File: src/rtl/hls_pkg.sv
// Shared types, link state codes and constants for the heartbeat link supervisor.
// No dependencies; every rtl module imports this package.
`default_nettype none

package hls_pkg;

    // Link state codes as they travel on the item and result fields
    localparam logic [2:0] LINK_CODE_IDLE    = 3'd0;
    localparam logic [2:0] LINK_CODE_ON      = 3'd1;
    localparam logic [2:0] LINK_CODE_WAITING = 3'd2;
    localparam logic [2:0] LINK_CODE_ERROR   = 3'd3;
    localparam logic [2:0] LINK_CODE_UP      = 3'd4;

    // Configuration register indexes
    localparam logic CFG_HEARTBEAT_PERIOD = 1'b0;
    localparam logic CFG_VALUE_PERIOD     = 1'b1;

    localparam int unsigned PERIOD_W = 16;
    localparam logic [PERIOD_W-1:0] PERIOD_RESET = 16'd6000;

    localparam logic [7:0] WAIT_LIMIT  = 8'd250;
    localparam logic [7:0] SLOW_TOGGLE = 8'd200;
    localparam logic [7:0] FAST_TOGGLE = 8'd50;

    // LED modes
    localparam logic [1:0] BLINK_HOLD = 2'd0;
    localparam logic [1:0] BLINK_SLOW = 2'd1;
    localparam logic [1:0] BLINK_FAST = 2'd2;

    typedef enum logic [4:0] {
        LINK_IDLE    = 5'b00001,
        LINK_ON      = 5'b00010,
        LINK_WAITING = 5'b00100,
        LINK_ERROR   = 5'b01000,
        LINK_UP      = 5'b10000
    } link_fsm_t;

    typedef struct packed {
        logic       link_write;
        logic [2:0] link_state_in;
        logic       heartbeat_sent;
        logic       value_sent;
        logic [1:0] blink_mode;
    } in_item_t;

    typedef struct packed {
        logic       heartbeat_request;
        logic       value_request;
        logic [2:0] link_state_out;
        logic       fault_mark;
        logic       led_level;
    } out_item_t;

    // Post-tick status of the link unit
    typedef struct packed {
        logic       heartbeat_request;
        logic [2:0] link_state_out;
        logic       fault_mark;
    } link_status_t;

    function automatic link_fsm_t link_decode(input logic [2:0] code);
        link_fsm_t s;
        case (code)
            LINK_CODE_ON:      s = LINK_ON;
            LINK_CODE_WAITING: s = LINK_WAITING;
            LINK_CODE_ERROR:   s = LINK_ERROR;
            LINK_CODE_UP:      s = LINK_UP;
            default:           s = LINK_IDLE;
        endcase
        return s;
    endfunction

    function automatic logic [2:0] link_encode(input link_fsm_t s);
        logic [2:0] code;
        case (s)
            LINK_ON:      code = LINK_CODE_ON;
            LINK_WAITING: code = LINK_CODE_WAITING;
            LINK_ERROR:   code = LINK_CODE_ERROR;
            LINK_UP:      code = LINK_CODE_UP;
            default:      code = LINK_CODE_IDLE;
        endcase
        return code;
    endfunction

endpackage

`default_nettype wire

File: src/rtl/hls_link_unit.sv
// Link state machine with heartbeat and wait timeout counters.
// Depends on hls_pkg.
`default_nettype none

module hls_link_unit (
    input  wire logic                 clk,
    input  wire logic                 rst_n,
    input  wire logic                 advance,
    input  wire hls_pkg::in_item_t    item,
    input  wire logic [15:0]          heartbeat_period,
    output hls_pkg::link_status_t     status
);
    import hls_pkg::*;

    link_fsm_t   link_reg, link_next, link_w;
    logic [15:0] heart_count_reg, heart_count_next, heart_inc;
    logic [7:0]  wait_count_reg, wait_count_next, wait_inc;
    logic        fault_reg, fault_next;
    logic        pending_reg, pending_next;

    always_comb
    begin
        // apply software writes first
        link_w = link_reg;
        if (item.link_write && (item.link_state_in inside {[LINK_CODE_IDLE:LINK_CODE_UP]}))
        begin
            link_w = link_decode(item.link_state_in);
        end
        pending_next     = pending_reg & ~item.heartbeat_sent;
        link_next        = link_w;
        heart_count_next = heart_count_reg;
        wait_count_next  = wait_count_reg;
        fault_next       = fault_reg;
        heart_inc        = heart_count_reg + 16'd1;
        wait_inc         = wait_count_reg + 8'd1;

        if (link_w != LINK_IDLE)
        begin
            heart_count_next = heart_inc;
            if (heart_inc > heartbeat_period)
            begin
                pending_next     = 1'b1;
                heart_count_next = '0;
            end
            case (link_w)
                LINK_WAITING:
                begin
                    wait_count_next = wait_inc;
                    if (wait_inc > WAIT_LIMIT)
                    begin
                        wait_count_next = '0;
                        link_next       = LINK_ERROR;
                    end
                end
                LINK_ERROR:
                begin
                    fault_next = 1'b1;
                end
                LINK_ON:
                begin
                    // ON either clears a fault or starts waiting for the peer
                    wait_count_next  = '0;
                    heart_count_next = '0;
                    if (fault_reg)
                        fault_next = 1'b0;
                    else
                        link_next = LINK_WAITING;
                end
                LINK_UP:
                begin
                    link_next = LINK_WAITING;
                end
                default:
                begin
                end
            endcase
        end
    end

    always_ff @(posedge clk or negedge rst_n)
    begin
        if (!rst_n)
        begin
            link_reg        <= LINK_IDLE;
            heart_count_reg <= '0;
            wait_count_reg  <= '0;
            fault_reg       <= 1'b0;
            pending_reg     <= 1'b0;
        end
        else if (advance)
        begin
            link_reg        <= link_next;
            heart_count_reg <= heart_count_next;
            wait_count_reg  <= wait_count_next;
            fault_reg       <= fault_next;
            pending_reg     <= pending_next;
        end
    end

    assign status.heartbeat_request = pending_next;
    assign status.link_state_out    = link_encode(link_next);
    assign status.fault_mark        = fault_next;

endmodule

`default_nettype wire

File: src/rtl/hls_value_unit.sv
// Value report period counter and value-ready flag.
// Depends on hls_pkg.
`default_nettype none

module hls_value_unit (
    input  wire logic               clk,
    input  wire logic               rst_n,
    input  wire logic               advance,
    input  wire hls_pkg::in_item_t  item,
    input  wire logic [15:0]        value_period,
    output logic                    value_request
);
    import hls_pkg::*;

    logic [15:0] value_count_reg, value_count_next, value_inc;
    logic        ready_reg, ready_next, ready_w;

    always_comb
    begin
        ready_w          = ready_reg & ~item.value_sent;
        ready_next       = ready_w;
        value_count_next = value_count_reg;
        value_inc        = value_count_reg + 16'd1;
        if (!ready_w)
        begin
            value_count_next = value_inc;
            if (value_inc > value_period)
            begin
                value_count_next = '0;
                ready_next       = 1'b1;
            end
        end
    end

    always_ff @(posedge clk or negedge rst_n)
    begin
        if (!rst_n)
        begin
            value_count_reg <= '0;
            ready_reg       <= 1'b1;
        end
        else if (advance)
        begin
            value_count_reg <= value_count_next;
            ready_reg       <= ready_next;
        end
    end

    assign value_request = ready_next;

endmodule

`default_nettype wire

File: src/rtl/hls_led_unit.sv
// Status LED blinker with separate slow and fast toggle counters.
// Depends on hls_pkg.
`default_nettype none

module hls_led_unit (
    input  wire logic               clk,
    input  wire logic               rst_n,
    input  wire logic               advance,
    input  wire hls_pkg::in_item_t  item,
    output logic                    led_level
);
    import hls_pkg::*;

    logic [7:0] slow_count_reg, slow_count_next, slow_inc;
    logic [7:0] fast_count_reg, fast_count_next, fast_inc;
    logic       led_reg, led_next;

    always_comb
    begin
        slow_count_next = slow_count_reg;
        fast_count_next = fast_count_reg;
        led_next        = led_reg;
        slow_inc        = slow_count_reg + 8'd1;
        fast_inc        = fast_count_reg + 8'd1;
        case (item.blink_mode)
            BLINK_SLOW:
            begin
                slow_count_next = slow_inc;
                if (slow_inc == SLOW_TOGGLE)
                begin
                    slow_count_next = '0;
                    led_next        = ~led_reg;
                end
            end
            BLINK_FAST:
            begin
                fast_count_next = fast_inc;
                if (fast_inc == FAST_TOGGLE)
                begin
                    fast_count_next = '0;
                    led_next        = ~led_reg;
                end
            end
            default:
            begin
                // hold the level; unused mode acts as hold
            end
        endcase
    end

    always_ff @(posedge clk or negedge rst_n)
    begin
        if (!rst_n)
        begin
            slow_count_reg <= '0;
            fast_count_reg <= '0;
            led_reg        <= 1'b0;
        end
        else if (advance)
        begin
            slow_count_reg <= slow_count_next;
            fast_count_reg <= fast_count_next;
            led_reg        <= led_next;
        end
    end

    assign led_level = led_next;

endmodule

`default_nettype wire

File: src/rtl/heartbeat_link_supervisor_core.sv
// Heartbeat link supervisor: one timer tick per input item, one result per tick.
// Usage:
//   Item channel (item_valid / item_stall / item): each item is one tick and carries
//   the software writes applied before it (link state write, heartbeat and value
//   acknowledges, LED blink mode).
//   Result channel (result_valid / result_stall / result): the link state, fault
//   mark, heartbeat and value requests and LED level after that tick.
//   Config channel (cfg_valid / cfg_ready / cfg_index / cfg_data): index 0 sets the
//   heartbeat period, index 1 the value period. cfg_ready is always high; write
//   only while no tick is in flight.
// Flow: an accepted item lands in the input register, and its result is loaded into
//   the result register once that register is free (empty or not stalled). Throughput
//   is one item per cycle while result_stall stays low, set by the single combinational
//   tick update between the input register and the result register.
// Reset: all counters clear, link goes idle, value-ready is set, LED off, both
//   periods return to 6000, and both pipeline registers empty.
// Stall: while result_stall holds a waiting result, one more item is still taken
//   into the input register; item_stall rises only when both registers are full.
// Depends on hls_pkg, hls_link_unit, hls_value_unit, hls_led_unit.
`default_nettype none

module heartbeat_link_supervisor_core (
    input  wire logic                clk,
    input  wire logic                rst_n,
    input  wire logic                item_valid,
    output logic                     item_stall,
    input  wire hls_pkg::in_item_t   item,
    output logic                     result_valid,
    input  wire logic                result_stall,
    output hls_pkg::out_item_t       result,
    input  wire logic                cfg_valid,
    output logic                     cfg_ready,
    input  wire logic                cfg_index,
    input  wire logic [15:0]         cfg_data
);
    import hls_pkg::*;

    // Configuration registers
    logic [PERIOD_W-1:0] heartbeat_period_reg;
    logic [PERIOD_W-1:0] value_period_reg;

    // Input register stage
    logic      in_valid_reg, in_valid_next;
    in_item_t  in_item_reg;

    // Result register stage
    logic      result_valid_reg, result_valid_next;
    out_item_t result_reg;

    logic         accept;
    logic         result_free;
    logic         advance;
    link_status_t link_status;
    logic         value_request;
    logic         led_level;

    assign cfg_ready = 1'b1;

    // Take config writes whenever offered; unknown indexes cannot occur
    always_ff @(posedge clk or negedge rst_n)
    begin
        if (!rst_n)
        begin
            heartbeat_period_reg <= PERIOD_RESET;
            value_period_reg     <= PERIOD_RESET;
        end
        else if (cfg_valid && cfg_ready)
        begin
            case (cfg_index)
                CFG_HEARTBEAT_PERIOD: heartbeat_period_reg <= cfg_data;
                CFG_VALUE_PERIOD:     value_period_reg     <= cfg_data;
                default:              ;
            endcase
        end
    end

    // Advance the held item into the result register when that slot frees up
    assign result_free = ~result_valid_reg | ~result_stall;
    assign advance     = in_valid_reg & result_free;
    assign item_stall  = in_valid_reg & ~result_free;
    assign accept      = item_valid & ~item_stall;

    assign in_valid_next     = accept | (in_valid_reg & ~advance);
    assign result_valid_next = advance | (result_valid_reg & result_stall);

    always_ff @(posedge clk or negedge rst_n)
    begin
        if (!rst_n)
        begin
            in_valid_reg     <= 1'b0;
            result_valid_reg <= 1'b0;
        end
        else
        begin
            in_valid_reg     <= in_valid_next;
            result_valid_reg <= result_valid_next;
        end
    end

    // Payload registers: load only on a handshake, hold otherwise
    always_ff @(posedge clk)
    begin
        if (accept)
            in_item_reg <= item;
        if (advance)
        begin
            result_reg.heartbeat_request <= link_status.heartbeat_request;
            result_reg.value_request     <= value_request;
            result_reg.link_state_out    <= link_status.link_state_out;
            result_reg.fault_mark        <= link_status.fault_mark;
            result_reg.led_level         <= led_level;
        end
    end

    // Tick units: each commits its state when the item advances
    hls_link_unit u_link (
        .clk              (clk),
        .rst_n            (rst_n),
        .advance          (advance),
        .item             (in_item_reg),
        .heartbeat_period (heartbeat_period_reg),
        .status           (link_status)
    );

    hls_value_unit u_value (
        .clk           (clk),
        .rst_n         (rst_n),
        .advance       (advance),
        .item          (in_item_reg),
        .value_period  (value_period_reg),
        .value_request (value_request)
    );

    hls_led_unit u_led (
        .clk       (clk),
        .rst_n     (rst_n),
        .advance   (advance),
        .item      (in_item_reg),
        .led_level (led_level)
    );

    assign result_valid = result_valid_reg;
    assign result       = result_reg;

endmodule

`default_nettype wire
File: config.mk
export PLATFORM = sky130hd
export DESIGN_NAME = heartbeat_link_supervisor_core
export DESIGN_NICKNAME = d
export VERILOG_FILES = /design/src/rtl/hls_pkg.sv /design/src/rtl/hls_link_unit.sv /design/src/rtl/hls_value_unit.sv /design/src/rtl/hls_led_unit.sv /design/src/rtl/heartbeat_link_supervisor_core.sv
export SDC_FILE = /design/constraint.sdc
export NUM_CORES = 1
export LEC_CHECK = 0
export BUFFER_PORTS_ARGS = -buffer_cell sky130_fd_sc_hd__buf_2
export CAP_MARGIN = 20
export CORE_MARGIN = 5
export CORE_UTILIZATION = 36
export CTS_BUF_LIST = sky130_fd_sc_hd__clkbuf_2
export DETAILED_ROUTE_END_ITERATION = 10
export SLEW_MARGIN = 20
export SYNTH_ARGS = -nofsm -noshare
export SYNTH_HDL_FRONTEND = slang
export SYNTH_SLANG_ARGS = --single-unit
File: constraint.sdc
create_clock -name clk -period 8.7 [get_ports clk]
set_input_delay 1.74 -clock clk [delete_from_list [all_inputs] [get_ports clk]]
set_output_delay 1.74 -clock clk [all_outputs]
set_load 0.01 [all_outputs]
* Word level (Yosys, flattened, before mapping)
Index checks and enable logic that the tools add are counted.
Word-level totals: bits in registers 114, output and inout port bits 10, word-level logic and storage cells 104, input port bits 30
Cells by class: $add $sub $neg 5, equal/unequal tests 17, magnitude comparators 5, reductions and logical operators 10, mux-type cells 23, bitwise gates (word level) 20
Operators with widths (number):
- 16-bit two-way mux | 3
- 16-bit by 1-bit adder with 16-bit output, second input constant | 2
- 16-bit greater-than comparator | 2
- 8-bit by 1-bit adder with 8-bit output, second input constant | 3
- 8-bit two-way mux | 3
- 5-bit two-way mux | 4
- 5-bit case mux with 4 select lines | 1
- 8-bit case mux with 2 select lines | 1
- 5-bit case mux with 3 select lines | 1
- 3-bit case mux with 4 select lines | 1
- 2-bit AND reduction | 6
- 5-bit by 2-bit equality test with 1-bit output, second input constant | 2
- 5-bit by 3-bit equality test with 1-bit output, second input constant | 2
- 5-bit by 4-bit equality test with 1-bit output, second input constant | 2
- 5-bit equality test, second input constant | 2
- 1-bit NOT | 10
- 8-bit by 6-bit equality test with 1-bit output, second input constant | 1
- 8-bit equality test, second input constant | 1
- 8-bit greater-than comparator, second input constant | 1
- 1-bit AND | 7
- 1-bit two-way mux | 7
- 3-bit by 2-bit equality test with 1-bit output, second input constant | 2
- 5-bit by 1-bit != test with 1-bit output, second input constant | 1
- 1-bit case mux with 2 select lines | 2
- other kinds (10) | 13

* Depth between registers and ports, before layout
depth after elaboration 9, gate-level depth with buffers 15, mapped depth without buffers 14

* Modules after synthesis
Synthesis repeated with hierarchy kept, for this count alone.
Unflattened totals: cell total of the unflattened synthesis 717, area total of the unflattened synthesis 7262.0 um^2
By module, submodules not included:
- hls_link_unit | cells each 329, area each 2805.2 um^2, seq. area each 777.0 um^2, instances 1
- heartbeat_link_supervisor_core | cells each 94, area each 1813.0 um^2, seq. area each 1318.8 um^2, instances 1
- hls_value_unit | cells each 170, area each 1502.7 um^2, seq. area each 426.7 um^2, instances 1
- hls_led_unit | cells each 124, area each 1141.1 um^2, seq. area each 425.4 um^2, instances 1

* Least setup slack after synthesis
OpenSTA, ideal clock, no wires.
path kind input to output, from input port result_stall, to output port item_stall, buffers on the path 0, cell stages on the path 2, slack 5.044 ns, data arrival time 1.916 ns, path through nand3_1 inv_1
On the way: cells in the longest elaborated chain, start to end 4
RTL lines:
- from (decl) | line heartbeat_link_supervisor_core.sv:29 | input wire logic result_stall,
- 1-bit NOT | line heartbeat_link_supervisor_core.sv:78 | assign result_free = ~result_valid_reg | ~result_stall;
- 1-bit OR | line heartbeat_link_supervisor_core.sv:78
- 1-bit NOT | line heartbeat_link_supervisor_core.sv:80 | assign item_stall = in_valid_reg & ~result_free;
- 1-bit AND | line heartbeat_link_supervisor_core.sv:80
- to (decl) | line heartbeat_link_supervisor_core.sv:26 | output logic item_stall,
Every way passes these cells.

* Worst setup path in the final report
from register u_link.heart_count_reg[0], to register u_link.heart_count_reg[10]
On the way: cells in the longest elaborated chain, start to end 4
RTL lines:
- from (decl) | line hls_link_unit.sv:16 | logic [15:0] heart_count_reg, heart_count_next, heart_inc;
- from (signal assigned) | line hls_link_unit.sv:93 | heart_count_reg <= heart_count_next;
- 16-bit by 1-bit adder with 16-bit output (*) | line hls_link_unit.sv:34 | heart_inc = heart_count_reg + 16'd1;
- 16-bit greater-than comparator | line hls_link_unit.sv:40 | if (heart_inc > heartbeat_period)
- 16-bit two-way mux (*) | line hls_link_unit.sv:40
- 16-bit two-way mux (*) | line hls_link_unit.sv:45 | case (link_w)
Mark *: on every way between the ends. The rest lies on a longest branch, timed or not. A chain may end at the register's enable or synchronous reset.

==> run metrics <==
HPWL Detailed 10,400 um; total number of nets in the final design 821; CP Depth 14; latest clock arrival within the worst-skew pair around 0.70 ns; count of different cell masters after synthesis between 70 and 80; most common cell after layout, fill and taps aside sky130_fd_sc_hd__nand2_1; classification of the worst setup path flop to flop; FP Rows 50; Multi-input gate area 3560 sq um; post-cts sizing count 0; Fmax achieved 0.259 GHz; clock tree root buffer cell sky130_fd_sc_hd__clkbuf_2; total of warnings raised by yosys 0; sum of internal, switching and leakage power 1.59 mW; vias after detailed routing 5,096; fraction of the yosys area taken by sequential cells between 40% and 50%; largest stage delay on the critical path about 0.55 ns; number of optimization iterations in the first detailed-route pass 4; series of cell instances along the critical path ha_1 > and3_1 > and3_1 > and2_1 > nand3_1 > xnor2_1 > ha_1 > nand4_1 > nor3_1 > nand2_1 > o311ai_0 > nand3_1 > or4_1 > nand3_1; Hold-fix buffers, CTS 0; reg-to-reg setup timing slack 4.83 ns; depth of the worst register-to-register path 14; slowest stage cell, crit path sky130_fd_sc_hd__or4_1; RSZ-0062 raised after global routing false; top library cells by usage in the layout, fill and taps aside sky130_fd_sc_hd__nand2_1, sky130_fd_sc_hd__dfrtp_1, sky130_fd_sc_hd__o21ai_0; core area 18,700 sq um; ANT nets after route 0; number of CTS-inserted buffers 17; startpoint class of the critical path flop; Layout fillers between 1,500 and 2,000; net count after synthesis ~800; # setup viols final 0; power per unit of standard cell area 213 nW/um^2; initial detailed-routing violation count 270; endpoint arrival time on the critical path ~4.5 ns; Critical path buffers and inverters 0; worst-case clock buffer depth 2; Total Routing Usage GR between 10% and 20%; number of global-route vias before repair a little under 5,000; data required time at the worst endpoint about 9.3 ns; path type of the worst min-delay path flop to flop; Most used DFF post-synth sky130_fd_sc_hd__dfrtp_1; residual DRC count 0; reg-to-reg critical path endpoint u_link.heart_count_reg[10]$_DFFE_PN0P_; horizontal extent of the die 148 um; share of post-route cells with drive strength above 1 17.3%; DIE AREA 21,800 sq um; post-CTS setup repair buffer count 0; TritonCTS sink count ~110; Initial Util a little over a third; pins over their slew limit 0; antenna violations before repair 1; endpoint class of the critical path flop; TritonCTS clock tree yes; Critical Path Source u_link.heart_count_reg[0]$_DFFE_PN0P_; launch instance of the worst register-to-register path u_link.heart_count_reg[0]$_DFFE_PN0P_; average via count per standard cell between 5 and 6; dominant cell type by count on the critical path sky130_fd_sc_hd__nand3_1; die span in y about 150 um; Relative slew margins between 30% and 40%; measured slew at the worst slew-check pin 1.03 ns; total gr overflow 0; period utilization roughly 44%; setup total negative slack 0 ns; num ports 40; final weighted congestion in routability-driven placement 0.816; cell type group with the largest total delay on the critical path simple AND/OR/NAND/NOR gates; Post-synth ARST share 86.8%; worst-path fanout max 16; number of H-tree branching levels 4; global-route wire length before repair around 24,000 um; reported leakage power between 3 and 4 nW; number of flops mapped to enable cells by yosys 15; average routed wire per standard cell about 14 um; Final Hold Viols 0; largest net degree at the start of global routing 53; run status finished clean; Port Buf Inserts 38; synthesis-stage register bit count 114; clock slew seen by the registers of the worst setup and hold paths 0.23 ns; Post-Syn Area 6830 sq um; end point of the critical path u_link.heart_count_reg[10]$_DFFE_PN0P_; Fin Clk Skew 0.0424 ns; Max VDD drop 0.0000702 V; minimum clock period 3.87 ns; relative area change from synthesis to final layout 9.49%; average footprint of a synthesized cell between 9 and 10 sq um; detailed-route wire length approximately 14,000 um; # Max-Cap Violations 0; sequential cell area 2950 sq um; count of mapped cells out of synthesis 715
-- kinds of logic after synthesis --
family                   after synthesis  share of synthesized area, %
AND/OR/NAND/NOR                      263                          19.9
XOR/XNOR                              39                          5.00
buffers and inverters                 73                          4.75
adder cells (fa/ha/maj)               41                          7.51
multiplexers                          27                          4.36
flip-flops                           114                          43.2
other                                  2                         0.110
AO/OA/AOI/OAI                        156                          15.2
-- worst reg2reg max path: stages (launching register included) --
cell,delay [ns]
sky130_fd_sc_hd__dfrtp_1,0.47
sky130_fd_sc_hd__ha_1,0.25
sky130_fd_sc_hd__and3_1,0.22
sky130_fd_sc_hd__and3_1,0.25
sky130_fd_sc_hd__and2_1,0.17
sky130_fd_sc_hd__nand3_1,0.13
sky130_fd_sc_hd__xnor2_1,0.15
sky130_fd_sc_hd__ha_1,0.31
sky130_fd_sc_hd__nand4_1,0.14
sky130_fd_sc_hd__nor3_1,0.28
sky130_fd_sc_hd__nand2_1,0.10
sky130_fd_sc_hd__o311ai_0,0.16
sky130_fd_sc_hd__nand3_1,0.52
sky130_fd_sc_hd__or4_1,0.56
sky130_fd_sc_hd__nand3_1,0.10
-- layout make-up --
class	instances	share of cell area (%)
Clock inverter	15	2.61
Clock buffer	17	1.14
Multi-Input combinational cell	528	47.6
Antenna cell	2	0.0670
Tap cell	234	3.92
Inverter	49	2.46
Sequential cell	114	39.4
Timing Repair Buffer	40	2.78
-- layer usage --
metal	track usage, %	share of wire, %	routed length (um)	vias to the layer above
met5	0	0	0	-
met4	4.33	1.5	218	0
met3	3.46	3.0	430	14
met2	21.7	47	6710	58
met1	18.3	48	6810	2410
li1	-	-	-	2614
-- cell usage after synthesis, types with 3 or more instances --
library cell / number / area, sq um
sky130_fd_sc_hd__buf_2: 7 / 35.0
sky130_fd_sc_hd__a32oi_1: 4 / 35.0
sky130_fd_sc_hd__o21ai_0: 60 / 300
sky130_fd_sc_hd__nor2_1: 27 / 101
sky130_fd_sc_hd__a221o_1: 3 / 30.0
sky130_fd_sc_hd__and3_1: 21 / 131
sky130_fd_sc_hd__nand2_1: 96 / 360
sky130_fd_sc_hd__dfstp_2: 16 / 420
sky130_fd_sc_hd__dfrtp_1: 83 / 2080
sky130_fd_sc_hd__o2bb2ai_1: 3 / 26.3
sky130_fd_sc_hd__nand2b_1: 10 / 62.6
sky130_fd_sc_hd__and2_1: 3 / 18.8
sky130_fd_sc_hd__nor2_2: 3 / 18.8
sky130_fd_sc_hd__nor3b_1: 4 / 30.0
sky130_fd_sc_hd__edfxtp_1: 15 / 450
sky130_fd_sc_hd__ha_1: 41 / 513
sky130_fd_sc_hd__nor2b_1: 12 / 75.1
sky130_fd_sc_hd__a22o_1: 17 / 149
sky130_fd_sc_hd__xor2_1: 11 / 96.3
sky130_fd_sc_hd__nand3b_1: 3 / 22.5
sky130_fd_sc_hd__buf_6: 5 / 56.3
sky130_fd_sc_hd__o31ai_1: 6 / 45.0
sky130_fd_sc_hd__mux2i_1: 5 / 50.1
sky130_fd_sc_hd__clkbuf_1: 10 / 37.5
sky130_fd_sc_hd__mux2_2: 22 / 248
sky130_fd_sc_hd__a21boi_0: 4 / 30.0
sky130_fd_sc_hd__nor4_1: 5 / 31.3
sky130_fd_sc_hd__a21o_1: 10 / 75.1
sky130_fd_sc_hd__nand3_1: 36 / 180
sky130_fd_sc_hd__nor3_1: 12 / 60.1
sky130_fd_sc_hd__or3_1: 5 / 31.3
sky130_fd_sc_hd__xnor2_1: 28 / 245
sky130_fd_sc_hd__nand4_1: 10 / 62.6
sky130_fd_sc_hd__inv_1: 48 / 180
sky130_fd_sc_hd__a21oi_1: 24 / 120
-- per-stage QoR --
step | cell area (sq um) | utilization, % | setup WS, ns | instances | hold WS [ns]
6_report | 7470 | 40.0 | 4.83 | 999 | 0.483
3_3_place_gp | 7190 | 38.4 | 4.25 | 965 | 0.458
3_5_place_dp | 7190 | 38.4 | 4.17 | 965 | 0.461
4_1_cts | 7470 | 39.9 | 4.82 | 997 | 0.491
2_1_floorplan | 6830 | - | 5.04 | 715 | 0.437
5_1_grt | 7470 | 40.0 | 4.49 | 999 | 0.519
-- where the power goes --
group	switching, mW	internal, mW
sequential	0.101	0.642
clock	0.237	0.169
combinational	0.243	0.197
total	0.582	1.01
-- how the worst min path moves through the flow --
stage | end | cells after the start | startpoint
4_1_cts | u_led.fast_count_reg[7]$_DFFE_PN0P_ | 1 | u_led.fast_count_reg[7]$_DFFE_PN0P_
6_report | u_led.fast_count_reg[7]$_DFFE_PN0P_ | 1 | u_led.fast_count_reg[7]$_DFFE_PN0P_
3_3_place_gp | u_led.fast_count_reg[7]$_DFFE_PN0P_ | 1 | u_led.fast_count_reg[7]$_DFFE_PN0P_
3_5_place_dp | u_led.fast_count_reg[7]$_DFFE_PN0P_ | 1 | u_led.fast_count_reg[7]$_DFFE_PN0P_
2_1_floorplan | u_led.fast_count_reg[7]$_DFFE_PN0P_ | 1 | u_led.fast_count_reg[7]$_DFFE_PN0P_
5_1_grt | u_led.fast_count_reg[7]$_DFFE_PN0P_ | 1 | u_led.fast_count_reg[7]$_DFFE_PN0P_
No activity file was read; power rests on OpenSTA's default activity.
